--- config.mk ---
export PLATFORM = sky130hd
export DESIGN_NAME = hkv_front
export DESIGN_NICKNAME = d
export VERILOG_FILES = /design/src/design/hkv_pkg.sv /design/src/design/hkv_front.sv
export SDC_FILE = /design/constraint.sdc
export NUM_CORES = 1
export LEC_CHECK = 0
export ABC_CLOCK_PERIOD_IN_PS = 10770
export BUFFER_PORTS_ARGS = -buffer_cell sky130_fd_sc_hd__buf_2
export CELL_PAD_IN_SITES_DETAIL_PLACEMENT = 1
export CELL_PAD_IN_SITES_GLOBAL_PLACEMENT = 1
export CORE_MARGIN = 2
export CORE_UTILIZATION = 50
export CTS_BUF_LIST = sky130_fd_sc_hd__clkbuf_4 sky130_fd_sc_hd__clkbuf_8
export DETAILED_ROUTE_END_ITERATION = 10
export PLACE_DENSITY = 0.8
export SYNTH_ARGS = -nofsm -noshare
export SYNTH_HDL_FRONTEND = slang
export SYNTH_SLANG_ARGS = --single-unit
--- constraint.sdc ---
create_clock -name clk -period 10.77 [get_ports clk]
set_input_delay 0.5385 -clock clk [delete_from_list [all_inputs] [get_ports clk]]
set_output_delay 0.5385 -clock clk [all_outputs]
set_load 0.01 [all_outputs]
--- src/design/hkv_pkg.sv ---
package hkv_pkg;

	// Default geometry of the table
	localparam int BUCKETS_DEF    = 256;
	localparam int WAYS_DEF       = 4;
	localparam int KEY_BITS_DEF   = 32;
	localparam int VALUE_BITS_DEF = 32;

	// Fixed port widths
	localparam int ACTION_BITS     = 2;
	localparam int KEY_PORT_BITS   = 32;
	localparam int VALUE_PORT_BITS = 32;
	localparam int COUNT_BITS      = 11;

	// Entries in the queue between hashing and execution
	localparam int QUEUE_DEPTH = 4;

	typedef logic [ACTION_BITS-1:0] action_t;

	localparam action_t ACT_INSERT = 2'd0;
	localparam action_t ACT_LOOKUP = 2'd1;
	localparam action_t ACT_ERASE  = 2'd2;
	localparam action_t ACT_CLEAR  = 2'd3;

	// Head of the request queue as seen by the execution side
	typedef struct packed {
		logic    valid;
		action_t action;
	} req_ctl_t;

endpackage

--- src/design/hkv_front.sv ---
module hkv_front #(
	parameter int BUCKETS = hkv_pkg::BUCKETS_DEF,
	parameter int KEY_BITS = hkv_pkg::KEY_BITS_DEF,
	parameter int VALUE_BITS = hkv_pkg::VALUE_BITS_DEF,
	localparam int KW = (KEY_BITS < hkv_pkg::KEY_PORT_BITS) ? KEY_BITS : hkv_pkg::KEY_PORT_BITS,
	localparam int VW = (VALUE_BITS < hkv_pkg::VALUE_PORT_BITS) ?
		VALUE_BITS : hkv_pkg::VALUE_PORT_BITS,
	localparam int BW = $clog2(BUCKETS)
) (
	input  logic                                clk,
	input  logic                                arst_n,
	input  logic                                start,
	input  logic                                hold,
	input  hkv_pkg::action_t                    action,
	input  logic [hkv_pkg::KEY_PORT_BITS-1:0]   key,
	input  logic [hkv_pkg::VALUE_PORT_BITS-1:0] value,
	output logic                                busy,
	output hkv_pkg::req_ctl_t                   head,
	output logic [KW-1:0]                       head_key,
	output logic [VW-1:0]                       head_value,
	output logic [BW-1:0]                       head_bucket,
	input  logic                                pop
);
	import hkv_pkg::*;

	// key mod BUCKETS by reciprocal: q = (key * RECIP) >> SHIFT is exact for KW-bit keys
	localparam int SHIFT = KW + BW;
	localparam logic [63:0] RECIP =
		((64'd1 << SHIFT) + 64'(BUCKETS) - 64'd1) / 64'(BUCKETS);
	localparam int MW = KW + 1;
	localparam int PW = KW + MW;
	localparam int BBW = $clog2(BUCKETS + 1);
	localparam int QBW = KW + BBW;

	localparam int PTRW = (QUEUE_DEPTH > 1) ? $clog2(QUEUE_DEPTH) : 1;
	localparam int CTW = $clog2(QUEUE_DEPTH + 1);
	localparam int OW = $clog2(QUEUE_DEPTH + 3);

	logic            accept;
	logic [KW-1:0]   key_m;
	logic [PW-1:0]   prod;

	logic            v_s1;
	action_t         act_s1;
	logic [KW-1:0]   key_s1;
	logic [VW-1:0]   val_s1;
	logic [PW-1:0]   prod_s1;
	logic [KW-1:0]   quot;
	logic [QBW-1:0]  qprod;

	logic            v_s2;
	action_t         act_s2;
	logic [KW-1:0]   key_s2;
	logic [VW-1:0]   val_s2;
	logic [KW-1:0]   qb_s2;
	logic [KW-1:0]   rem;

	action_t         fifo_act_q [QUEUE_DEPTH];
	logic [KW-1:0]   fifo_key_q [QUEUE_DEPTH];
	logic [VW-1:0]   fifo_val_q [QUEUE_DEPTH];
	logic [BW-1:0]   fifo_bkt_q [QUEUE_DEPTH];
	logic [PTRW-1:0] wr_ptr_q;
	logic [PTRW-1:0] rd_ptr_q;
	logic [CTW-1:0]  cnt_q;
	logic [OW-1:0]   occ;

	// Refuse a beat while hold is high or when the queue could not hold everything in flight
	assign occ = OW'(cnt_q) + OW'(v_s1) + OW'(v_s2);
	assign busy = hold || (occ >= OW'(QUEUE_DEPTH));
	assign accept = start && !busy;

	assign key_m = key[KW-1:0];
	assign prod = PW'(key_m) * PW'(RECIP[MW-1:0]);

	// Stage 1: capture the beat and the reciprocal product
	always_ff @(posedge clk or negedge arst_n) begin
		if (!arst_n) begin
			v_s1 <= 1'b0;
		end else begin
			v_s1 <= accept;
		end
	end

	always_ff @(posedge clk) begin
		if (accept) begin
			act_s1  <= action;
			key_s1  <= key_m;
			val_s1  <= value[VW-1:0];
			prod_s1 <= prod;
		end
	end

	// Stage 2: quotient times bucket count
	assign quot = KW'(prod_s1 >> SHIFT);
	assign qprod = QBW'(quot) * QBW'(BUCKETS);

	always_ff @(posedge clk or negedge arst_n) begin
		if (!arst_n) begin
			v_s2 <= 1'b0;
		end else begin
			v_s2 <= v_s1;
		end
	end

	always_ff @(posedge clk) begin
		if (v_s1) begin
			act_s2 <= act_s1;
			key_s2 <= key_s1;
			val_s2 <= val_s1;
			qb_s2  <= qprod[KW-1:0];
		end
	end

	// Remainder is the bucket index
	assign rem = key_s2 - qb_s2;

	// Push the hashed request into the queue
	always_ff @(posedge clk) begin
		if (v_s2) begin
			fifo_act_q[wr_ptr_q] <= act_s2;
			fifo_key_q[wr_ptr_q] <= key_s2;
			fifo_val_q[wr_ptr_q] <= val_s2;
			fifo_bkt_q[wr_ptr_q] <= BW'(rem);
		end
	end

	// Advance the queue pointers and fill count
	always_ff @(posedge clk or negedge arst_n) begin
		if (!arst_n) begin
			wr_ptr_q <= '0;
			rd_ptr_q <= '0;
			cnt_q    <= '0;
		end else begin
			if (v_s2) begin
				wr_ptr_q <= (wr_ptr_q == PTRW'(QUEUE_DEPTH - 1)) ? '0 : wr_ptr_q + 1'b1;
			end
			if (pop) begin
				rd_ptr_q <= (rd_ptr_q == PTRW'(QUEUE_DEPTH - 1)) ? '0 : rd_ptr_q + 1'b1;
			end
			cnt_q <= cnt_q + CTW'(v_s2) - CTW'(pop);
		end
	end

	assign head.valid   = (cnt_q != '0);
	assign head.action  = fifo_act_q[rd_ptr_q];
	assign head_key     = fifo_key_q[rd_ptr_q];
	assign head_value   = fifo_val_q[rd_ptr_q];
	assign head_bucket  = fifo_bkt_q[rd_ptr_q];

endmodule

==> results of run 1 <==
==> power groups by stage <==
stage	clock (mW)	sequential (mW)	combinational, mW
2_1_floorplan	0	2.03	0.598
3_3_place_gp	0	2.11	0.742
3_5_place_dp	0	2.14	0.766
4_1_cts	1.18	2.11	0.769
5_1_grt	1.24	2.13	0.808
6_report	1.15	2.10	0.748
==> what timing repair did <==
| action | in CTS | in global routing |
|---|---|---|
| hold endpoints to repair | 9 | 0 |
| buffers inserted | 0 | 0 |
| hold buffers | 1 | 0 |
==> cell type report <==
cell class              instances  share of cell area [%]
flip-flops and latches        405                    74.5
multi-input cells              95                    10.8
clock buffers                  78                    5.94
repair buffers                149                    4.64
well taps                     378                    2.91
clock inverters                33                    1.04
inverters                       7                   0.161
==> worst min-delay path by stage <==
| stage | endpoint | depth (start not counted) | from |
|---|---|---|---|
| after floorplan | cnt_q[0]$_DFF_PN0_ | 0 | arst_n |
| after global placement | cnt_q[0]$_DFF_PN0_ | 1 | arst_n |
| after detailed placement | cnt_q[0]$_DFF_PN0_ | 1 | arst_n |
| after CTS | key_s1[17]$_DFFE_PP_ | 1 | key[17] |
| after global routing | key_s1[10]$_DFFE_PP_ | 1 | key[10] |
| final | key_s1[10]$_DFFE_PP_ | 1 | key[10] |
==> cell usage after synthesis <==
master	count	share of area (%)
edfxtp_1	396	85
mux4_2	66	11
buf_4	12	0.64
dfrtp_1	9	1.6
ha_1	8	0.71
inv_1	7	0.19
and2_1	4	0.18
buf_2	4	0.14
buf_1	3	0.080
buf_12	3	0.43
o21ai_0	3	0.11
mux2_2	2	0.16
nand2_1	2	0.053
nor2_1	2	0.053
xnor2_1	2	0.12
a21oi_1	1	0.036
buf_6	1	0.080
fa_1	1	0.14
nor3_1	1	0.036
nor4bb_1	1	0.071
or3_1	1	0.044
or3b_2	1	0.062
==> flip-flops by register name, indices dropped and copies added (netlist names), 3 cells and up <==
signal,cells
fifo_act_q,8
fifo_val_q,128
key_s1,32
val_s1,32
val_s2,32
fifo_key_q,100
fifo_bkt_q,28
key_s2,32
cnt_q,3
==> logic make-up after synthesis <==
| family | Yosys count | share of synthesized area (%) |
|---|---|---|
| compound gates | 4 | 0.142 |
| simple gates | 12 | 0.498 |
| mux | 68 | 10.7 |
| fa+ha+maj | 9 | 0.854 |
| flops | 405 | 86.1 |
| buf+inv | 30 | 1.56 |
| xor+xnor | 2 | 0.125 |
==> per-stage QoR <==
| stage | worst slack (ns) | util (%) |
|---|---|---|
| after detailed placement | 7.52 | 54.5 |
| after global routing | 6.99 | 58.6 |
| after floorplan | 1.44 | - |
| after global placement | 7.67 | 54.5 |
| after CTS | 7.12 | 58.6 |
| final | 7.24 | 58.6 |
==> placed cells by master, fill, tap and decap left out, drive strengths merged, types with 2 or more instances in the layout <==
master	count
edfxtp	396
buf	148
clkbuf	78
clkinv	30
mux4	66
ha	8
nor2	2
clkinvlp	2
dfrtp	9
inv	7
and2	4
xnor2	2
o21ai	3
nand2	2
mux2	2
==> per-layer routing <==
metal	up-vias	wire [µm]
li1	2602	-
met1	3105	10600
met2	178	13100
met3	44	1220
met4	0	423
met5	-	0
==> critical path: cells and delay by family (launching register included) <==
| kind | cells | cell delay (ns) |
|---|---|---|
| buffers and inverters | 2 | 1.03 |
| flip-flops | 1 | 0.71 |
| multiplexers | 1 | 0.65 |
==> results.toml, run 1 <==
[place]
place_area_um2 = 15100
place_congestion = 0.709
dp_hpwl_mm = 14.2
placedCellCount = 1033
portBuffers = 146

[critical_path]
rr_endpoint = "val_s1[26]$_DFFE_PP_"
critical-path-max-stage-delay_ns = 0.87
endpoint = "head_value[0]"
r2r_cells = 4
crit_chain = "buf_4 > mux4_2 > buf_2"
worstSetupStartpointType = "flop"
r2r_slack_ns = 7.59
crit_path_max_fanout = 49
reg2reg_from = "v_s1$_DFF_PN0_"
crit_start = "rd_ptr_q[0]$_DFFE_PN0P_"
end_kind = "primary output"
cpMaxStageDelayCell = "buf_4"
crit_arrival_ns = 2.99
crit_required_ns = 10.23
crit_type = "flop to primary output"

[timing]
setup_tns_ns = 0
holdWs_ns = 0.137
fmax_ghz = 0.283
period_needed_ns = 3.53
finalCritPeriodShare_pct = 32.8
finalSetupViolations = 0
hold_viol_final = 0
slew_violations = 0
skew_ns = 0.0129
rsz0062_at_grt = "false"
slew_headroom_pct = 26.7
max_slew.worst_pin.slew_ns = 1.10

[floorplanning]
start_util_pct = 50.7
fp.dieW_um = 172
die_height_um = 172
core_area_um2 = 27800
io_pins = 147
dieArea_um2 = 29500
core.rowCount = 61

[global_route]
grt_usage_pct = 17.4
grt_remaining_overflow = 0
grt_use_met1_pct = 22.8
grt_pass1_vias = 6644
use_met3_pct = 3.73
grt_max_degree = 69
grt_pass1_wl_mm = 37.8
grtUsageMet2_pct = 29.8
top_usage_layer = "met2"
antenna_found_initial = 0

[final_layout]
instances_no_fill = 1145
drive_gt1_share_pct = 41.1
syn_to_final_growth_pct = 15.7
seqCellArea_um2 = 12100
fill_cells = 2401
multi_input_area_um2 = 1760
antennaDiodeCount = 0
nets = 798
final_cell_area_um2 = 16300

[yosys]
syn_nets = 610
synth-seq-area-share_pct = 86.1
syn_area_per_cell_um2 = 26.6
syn_area_um2 = 14100
synth_seq_cells = 405
syn_inst = 530
yosysWarnings = 0
ys_types = 22

[clock_network]
cts_buffers = 60
cts_tree = "done"
ctsResizeCount = 0
htreeDepth = 2
clk_latency_ns = 0.57
cts-root-buf = "clkbuf_8"
clock_sinks = 405
path_clk_slew_ns = 0.06
clockBufferDepth = 3

[power]
p_leak_nw = 5.46
switching_power_mw = 1.08
p_seq_share_pct = 52.6
p_clk_share_pct = 28.8
p_per_area_nw_per_um2 = 246
p_int_mw = 2.92
finalPower_mw = 4.00
ir_worst_vdd_v = 0.000161
p_sw_share_pct = 26.9
combPwrFrac_pct = 18.7

[route]
drt_wl_total_mm = 25.3
wl_per_cell_um = 22.1
drc = 0
routed_via_density = 5.18
antenna_left = 0
vias = 5929
first_pass_iters = 4
drt_iter0_drc = 400

[worst_hold_path]
min_path_type = "input port to flop"

[run_status]
status = "complete, no violations"

[run]
maxCapViolCount = 0
No activity file was read; power rests on OpenSTA's default activity.
==> inputs of run 2 (changes only) <==
--- a/config.mk
+++ b/config.mk
@@ -5,7 +5,8 @@
 export SDC_FILE = /design/constraint.sdc
 export NUM_CORES = 1
 export LEC_CHECK = 0
-export ABC_CLOCK_PERIOD_IN_PS = 10770
+export ABC_AREA = 1
+export ABC_CLOCK_PERIOD_IN_PS = 3600
 export BUFFER_PORTS_ARGS = -buffer_cell sky130_fd_sc_hd__buf_2
 export CELL_PAD_IN_SITES_DETAIL_PLACEMENT = 1
 export CELL_PAD_IN_SITES_GLOBAL_PLACEMENT = 1
@@ -13,7 +14,7 @@
 export CORE_UTILIZATION = 50
 export CTS_BUF_LIST = sky130_fd_sc_hd__clkbuf_4 sky130_fd_sc_hd__clkbuf_8
 export DETAILED_ROUTE_END_ITERATION = 10
-export PLACE_DENSITY = 0.8
+export PLACE_DENSITY = 0.83
 export SYNTH_ARGS = -nofsm -noshare
 export SYNTH_HDL_FRONTEND = slang
 export SYNTH_SLANG_ARGS = --single-unit
==> constraint.sdc (replaced) <==
create_clock -name clk -period 3.6 [get_ports clk]
set_input_delay 0.18 -clock clk [delete_from_list [all_inputs] [get_ports clk]]
set_output_delay 0.18 -clock clk [all_outputs]
set_load 0.01 [all_outputs]
==> run 2 against run 1 <==
Net effect:
- synthesized cell count grew 58%
- final cell count grew 32%
- global-route usage increased by 5.2 points
- critical endpoint is now head_key[8]
==> results.toml, run 2 <==
[global_route]
grt_usage_pct = 22.6
antenna_found_initial = 0
grt_remaining_overflow = 0
grt_pass1_wl_mm = 51.4
grt_max_degree = 122
grt_pass1_vias = 9209

[timing]
slew_violations = 0
rsz0062_at_grt = "false"
setup_tns_ns = 0
period_needed_ns = 2.97
skew_ns = 0.0224
hold_viol_final = 0
finalSetupViolations = 0
finalCritPeriodShare_pct = 82.6
fmax_ghz = 0.336
max_slew.worst_pin.slew_ns = 1.03
slew_headroom_pct = 31.0

[final_layout]
antennaDiodeCount = 0
layout_commonest_cell = "edfxtp_1"
fill_cells = 2565
drive_gt1_share_pct = 23.8
final_cell_area_um2 = 17300
final_cell_mix = "edfxtp_1 (396), buf_2 (146), nor2_1 (135), o21ai_0 (121), clkbuf_8 (70)"
syn_to_final_growth_pct = 20.8
top_regs = "fifo_val_q x128, fifo_key_q x100"
regMostFlops = "fifo_val_q"
nets = 1162
largest_register_ffs = 128
seqCellArea_um2 = 12100
multi_input_area_um2 = 1810
fin_util_pct = 61.8

[worst_hold_path]
min_path_type = "input port to flop"
min_from = "start"

[yosys]
synth_edf_count = 396
synth_area_leaders = "edfxtp_1 (83%), o21ai_0 (4.2%), nor2_1 (3.6%)"
synthDominantCellAreaShare_pct = 83.0
ys_types = 21
syn_area_per_cell_um2 = 17.1
synth-main-ff-cell = "edfxtp_1"
synth_most_common_cell = "edfxtp_1"
synthArstFlopShare_pct = 2.22
yosys-top-cells-count = "edfxtp_1 (396), nor2_1 (136), o21ai_0 (121)"
yosys.area.top_type = "edfxtp_1"
yosysWarnings = 0
syn_nets = 916
synth_seq_cells = 405
synth-seq-area-share_pct = 84.6
syn_inst = 836
syn_area_um2 = 14300

[critical_path]
crit_chain = "inv_6 > buf_4 > o21ai_0 > o22ai_1 > buf_2"
critical-path-max-stage-delay_ns = 0.75
end_kind = "primary output"
crit_path_max_fanout = 121
crit_start = "rd_ptr_q[0]$_DFFE_PN0P_"
worstSetupStartpointType = "flop"
timing.critical_path.buf_inv = 3
crit_required_ns = 3.42
crit_family = "buffers and inverters"
crit_arrival_ns = 2.79
cpMaxStageDelayCell = "inv_6"
crit_type = "flop to primary output"
reg2reg_from = "wr_ptr_q[0]$_DFFE_PN0P_"

[clock_network]
clockBufferDepth = 3
post_cts_buffers = 0
cts_buffers = 66
cts_tree = "done"
cts-root-buf = "clkbuf_8"
clock_sinks = 405
clk_latency_ns = 0.55
htreeDepth = 3
path_clk_slew_ns = 0.06
ctsResizeCount = 0

[floorplanning]
io_pins = 147
core.rowCount = 61
core_area_um2 = 28000
start_util_pct = 51.1
dieArea_um2 = 30000
fp.dieW_um = 173
die_height_um = 173

[power]
p_int_mw = 8.77
p_per_area_nw_per_um2 = 740
p_leak_nw = 5.99
ir_worst_vdd_v = 0.000382
finalPower_mw = 12.8
combPwrFrac_pct = 23.1
p_clk_share_pct = 29.3
p_sw_share_pct = 31.5
p_seq_share_pct = 47.6
switching_power_mw = 4.04

[run]
maxCapViolCount = 0

[run_status]
status = "complete, no violations"

[route]
vias = 8168
wl_per_cell_um = 22.4
drc = 0
antenna_left = 0
drt_iter0_drc = 687
first_pass_iters = 5
drt_wl_total_mm = 33.9
routed_via_density = 5.41

[place]
place_congestion = 0.730
dp_hpwl_mm = 18.9
place_area_um2 = 15400
portBuffers = 146
-- run 2: cell type report --
type	count	area share (%)
timing repair buffer	229	9.11
inverter	16	0.405
clock buffer	90	6.44
multi-input combinational	364	10.5
sequential	405	70.1
clock inverter	27	0.759
tap	378	2.73
-- run 2: stage by stage --
step	hold WS [ns]	setup slack, ns	instances
2_1_floorplan	-0.116	0.610	836
4_1_cts	0.154	0.594	1509
3_5_place_dp	0.0438	1.21	1323
3_3_place_gp	0.0417	1.31	1323
6_report	0.182	0.627	1509
5_1_grt	0.198	0.441	1509
-- run 2: cells by family (layout without fill, tap and decap cells) --
kind of cell / after synthesis / after routing / synth area share, %
buf+inv: 67 / 362 / 2.81
flops: 405 / 405 / 84.6
xor+xnor: 2 / 2 / 0.122
compound gates: 202 / 202 / 7.64
simple gates: 151 / 151 / 3.98
fa+ha+maj: 9 / 9 / 0.839
-- run 2: worst paths after layout --
kind,to,slack [ns],depth (start not counted)
min in group asynchronous,wr_ptr_q[1]$_DFFE_PN0P_,0.66,3
min reg2reg,key_s2[2]$_DFFE_PP_,0.41,0
max,head_key[8],0.63,5
min,v_s1$_DFF_PN0_,0.18,4
max in group asynchronous,rd_ptr_q[0]$_DFFE_PN0P_,2.60,3
max reg2reg,fifo_bkt_q[2][4]$_DFFE_PP_,1.43,5
-- run 2: power groups by stage --
stage	logic (mW)	registers (mW)	clock network [mW]
floorplan	1.88	6.05	0
global placement	2.77	6.12	0
detailed placement	2.91	6.19	0
CTS	2.99	6.09	3.82
global route	3.24	6.14	4.01
finish	2.96	6.09	3.75
-- run 2: timing repair --
action                                  in CTS  in global routing
hold buffers                                69                  0
endpoints found under the hold margin       77                  0
endpoints found under the setup margin       0                  0
-- run 2: metal layers --
layer	track usage (%)	vias to the layer above	routed length, µm
met1	26.5	4182	13600
met4	9.00	0	877
li1	-	3673	-
met5	0	-	0
met3	3.64	71	1310
met2	41.6	242	18100
-- run 2: tightest hold or removal path: cells and delay by family --
kind	cells	cell delay, ns
buf+inv	3	0.39
simple gates	1	0.05
==> inputs of run 3 (changes only) <==
--- a/config.mk
+++ b/config.mk
@@ -6,15 +6,15 @@
 export NUM_CORES = 1
 export LEC_CHECK = 0
 export ABC_AREA = 1
-export ABC_CLOCK_PERIOD_IN_PS = 3600
+export ABC_CLOCK_PERIOD_IN_PS = 2450
 export BUFFER_PORTS_ARGS = -buffer_cell sky130_fd_sc_hd__buf_2
 export CELL_PAD_IN_SITES_DETAIL_PLACEMENT = 1
 export CELL_PAD_IN_SITES_GLOBAL_PLACEMENT = 1
 export CORE_MARGIN = 2
-export CORE_UTILIZATION = 50
+export CORE_UTILIZATION = 47
 export CTS_BUF_LIST = sky130_fd_sc_hd__clkbuf_4 sky130_fd_sc_hd__clkbuf_8
 export DETAILED_ROUTE_END_ITERATION = 10
-export PLACE_DENSITY = 0.83
+export PLACE_DENSITY = 0.82
 export SYNTH_ARGS = -nofsm -noshare
 export SYNTH_HDL_FRONTEND = slang
 export SYNTH_SLANG_ARGS = --single-unit
==> constraint.sdc (replaced) <==
create_clock -name clk -period 2.45 [get_ports clk]
set_input_delay 0.1225 -clock clk [delete_from_list [all_inputs] [get_ports clk]]
set_output_delay 0.1225 -clock clk [all_outputs]
set_load 0.01 [all_outputs]
==> run 3 against run 2 <==
Net effect:
- cell area grew 0.79%
- non-clock buffer count up 6
- sequential power rose by 45%
- setup slack lost 0.47 ns
- clock skew barely moved
- critical path depth is the same
- combinational power is 59% higher
- critical path type unchanged
- largest cell class unchanged
- highest routed layer unchanged
==> results.toml, run 3 (synthesized netlist as in run 2, its figures left out) <==
[run_status]
status = "complete, no violations"

[final_layout]
top_regs = "fifo_val_q x128, fifo_key_q x100"
instances_no_fill = 1526
syn_to_final_growth_pct = 21.7
drive_gt1_share_pct = 24.5
final_cell_mix = "edfxtp_1 (396), buf_2 (146), nor2_1 (135), o21ai_0 (121), dlygate4sd3_1 (69)"
fill_cells = 2786
largest_register_ffs = 128
regMostFlops = "fifo_val_q"
nets = 1168
fin_util_pct = 58.5
layout_commonest_cell = "edfxtp_1"
antennaDiodeCount = 0

[critical_path]
cpMaxStageDelayCell = "dfrtp_4"
worstSetupStartpointType = "flop"
cp_num_cells = 5
crit_type = "flop to primary output"
critical-path-max-stage-delay_ns = 0.55
crit_family = "buffers and inverters"
rr_endpoint = "val_s1[29]$_DFFE_PP_"
crit_arrival_ns = 2.17
crit_chain = "clkinv_8 > buf_12 > o21ai_0 > o22ai_1 > buf_2"
crit_start = "rd_ptr_q[0]$_DFFE_PN0P_"
r2r_cells = 8
crit_required_ns = 2.33
reg2reg_from = "v_s2$_DFF_PN0_"
crit_path_max_fanout = 44
timing.critical_path.buf_inv = 3
r2r_slack_ns = 0.37
end_kind = "primary output"
endpoint = "head[1]"

[route]
drc = 0
vias = 8234
wl_per_cell_um = 22.2
first_pass_iters = 4
routed_via_density = 5.40
drt_iter0_drc = 577
antenna_left = 0
drt_wl_total_mm = 33.9

[place]
place_congestion = 0.698
dp_hpwl_mm = 18.1
portBuffers = 146
pre_cts_slack_ns = 0.407
placedCellCount = 1340

[floorplanning]
fp.dieW_um = 179
start_util_pct = 48.1
io_pins = 147
dieArea_um2 = 31900
core.rowCount = 63
core_area_um2 = 29800
die_height_um = 179

[global_route]
grt_pass1_wl_mm = 50.4
grt_usage_pct = 21.4
grt_pass1_vias = 9132
antenna_found_initial = 0
grt_max_degree = 135
grt_remaining_overflow = 0

[timing]
skew_ns = 0.0228
fmax_ghz = 0.437
max_slew.worst_pin.slew_ns = 1.09
slew_violations = 0
fin_ws_ns = 0.161
finalSetupViolations = 0
hold_viol_final = 0
slew_headroom_pct = 27.5
rsz0062_at_grt = "false"
period_needed_ns = 2.29
finalCritPeriodShare_pct = 93.4

[power]
switching_power_mw = 6.07
p_int_mw = 13.0
p_seq_share_pct = 46.4
p_per_area_nw_per_um2 = 1090
p_leak_nw = 6.05
p_clk_share_pct = 28.9
p_sw_share_pct = 31.9
finalPower_mw = 19.1
combPwrFrac_pct = 24.8
ir_worst_vdd_v = 0.000535

[clock_network]
htreeDepth = 3
path_clk_slew_ns = 0.06
cts-root-buf = "clkbuf_8"
clock_sinks = 405
clk_latency_ns = 0.56
cts_tree = "done"
clockBufferDepth = 3
cts_buffers = 66

[worst_hold_path]
min_path_type = "input port to flop"

[run]
maxCapViolCount = 0
run 3: cell count changes in the layout (fill, tap and decap cells not counted), sizes merged:
cell,change
buf,+5
clkinv,-1
inv,-1
clkinvlp,-1
clkbuf,+3
run 3: final cells by class:
type / instances / area [µm²] / share of cell area (%)
Sequential cell: 405 / 12100 / 69.5
Multi-Input combinational cell: 364 / 1810 / 10.4
Inverter: 16 / 77.6 / 0.445
Clock inverter: 24 / 120 / 0.689
Clock buffer: 92 / 1110 / 6.37
Tap cell: 390 / 488 / 2.80
Timing Repair Buffer: 235 / 1700 / 9.75
run 3: power groups by stage:
stage / combinational [mW] / clock [mW] / sequential, mW
CTS: 4.66 / 5.59 / 8.82
detailed placement: 4.53 / 0 / 8.95
finish: 4.72 / 5.50 / 8.83
global placement: 4.34 / 0 / 8.87
global route: 5.17 / 5.93 / 8.89
floorplan: 2.77 / 0 / 8.89
run 3: worst min-delay path by stage:
stage                       from                 endpoint  slack (ns)  depth (start not counted)
after floorplan           arst_n       cnt_q[0]$_DFF_PN0_       -0.17                          0
after global placement    arst_n  rd_ptr_q[0]$_DFFE_PN0P_       -0.01                          1
after detailed placement  arst_n  rd_ptr_q[0]$_DFFE_PN0P_      -0.009                          1
after CTS                  start           v_s1$_DFF_PN0_        0.14                          4
after global routing       start           v_s1$_DFF_PN0_        0.15                          4
final                      start           v_s1$_DFF_PN0_        0.09                          4
run 3: stage by stage:
stage | hold slack, ns | setup TNS, ns | cell area, µm²
after global routing | 0.154 | 0 | 17400
after floorplan | -0.173 | -16.51 | 14300
final | 0.0947 | 0 | 17400
after global placement | -0.0120 | 0 | 15500
after detailed placement | -0.00856 | 0 | 15500
after CTS | 0.137 | 0 | 17400
run 3: per-layer routing:
metal / vias to the layer above / wire [µm] / track usage, %
met5: - / 0 / 0
met4: 0 / 1170 / 10.6
met2: 295 / 17500 / 37.6
met3: 81 / 1650 / 3.92
met1: 4184 / 13600 / 25.3
li1: 3674 / - / -
run 3: worst reg2reg max path: stages, from the launching register on:
cell	delay, ns
dfrtp_1	0.49
ha_1	0.33
nand2_1	0.05
nand2_1	0.07
nand2_1	0.05
nand2_1	0.08
nand3_2	0.09
nor2_4	0.13
buf_12	0.32
run 3: what timing repair did:
item	in CTS	in global routing
cloned	0	1
resized for setup	1	3
hold buffers	69	0
setup endpoints to repair	1	13
setup buffers	0	0
endpoints found under the hold margin	77	0
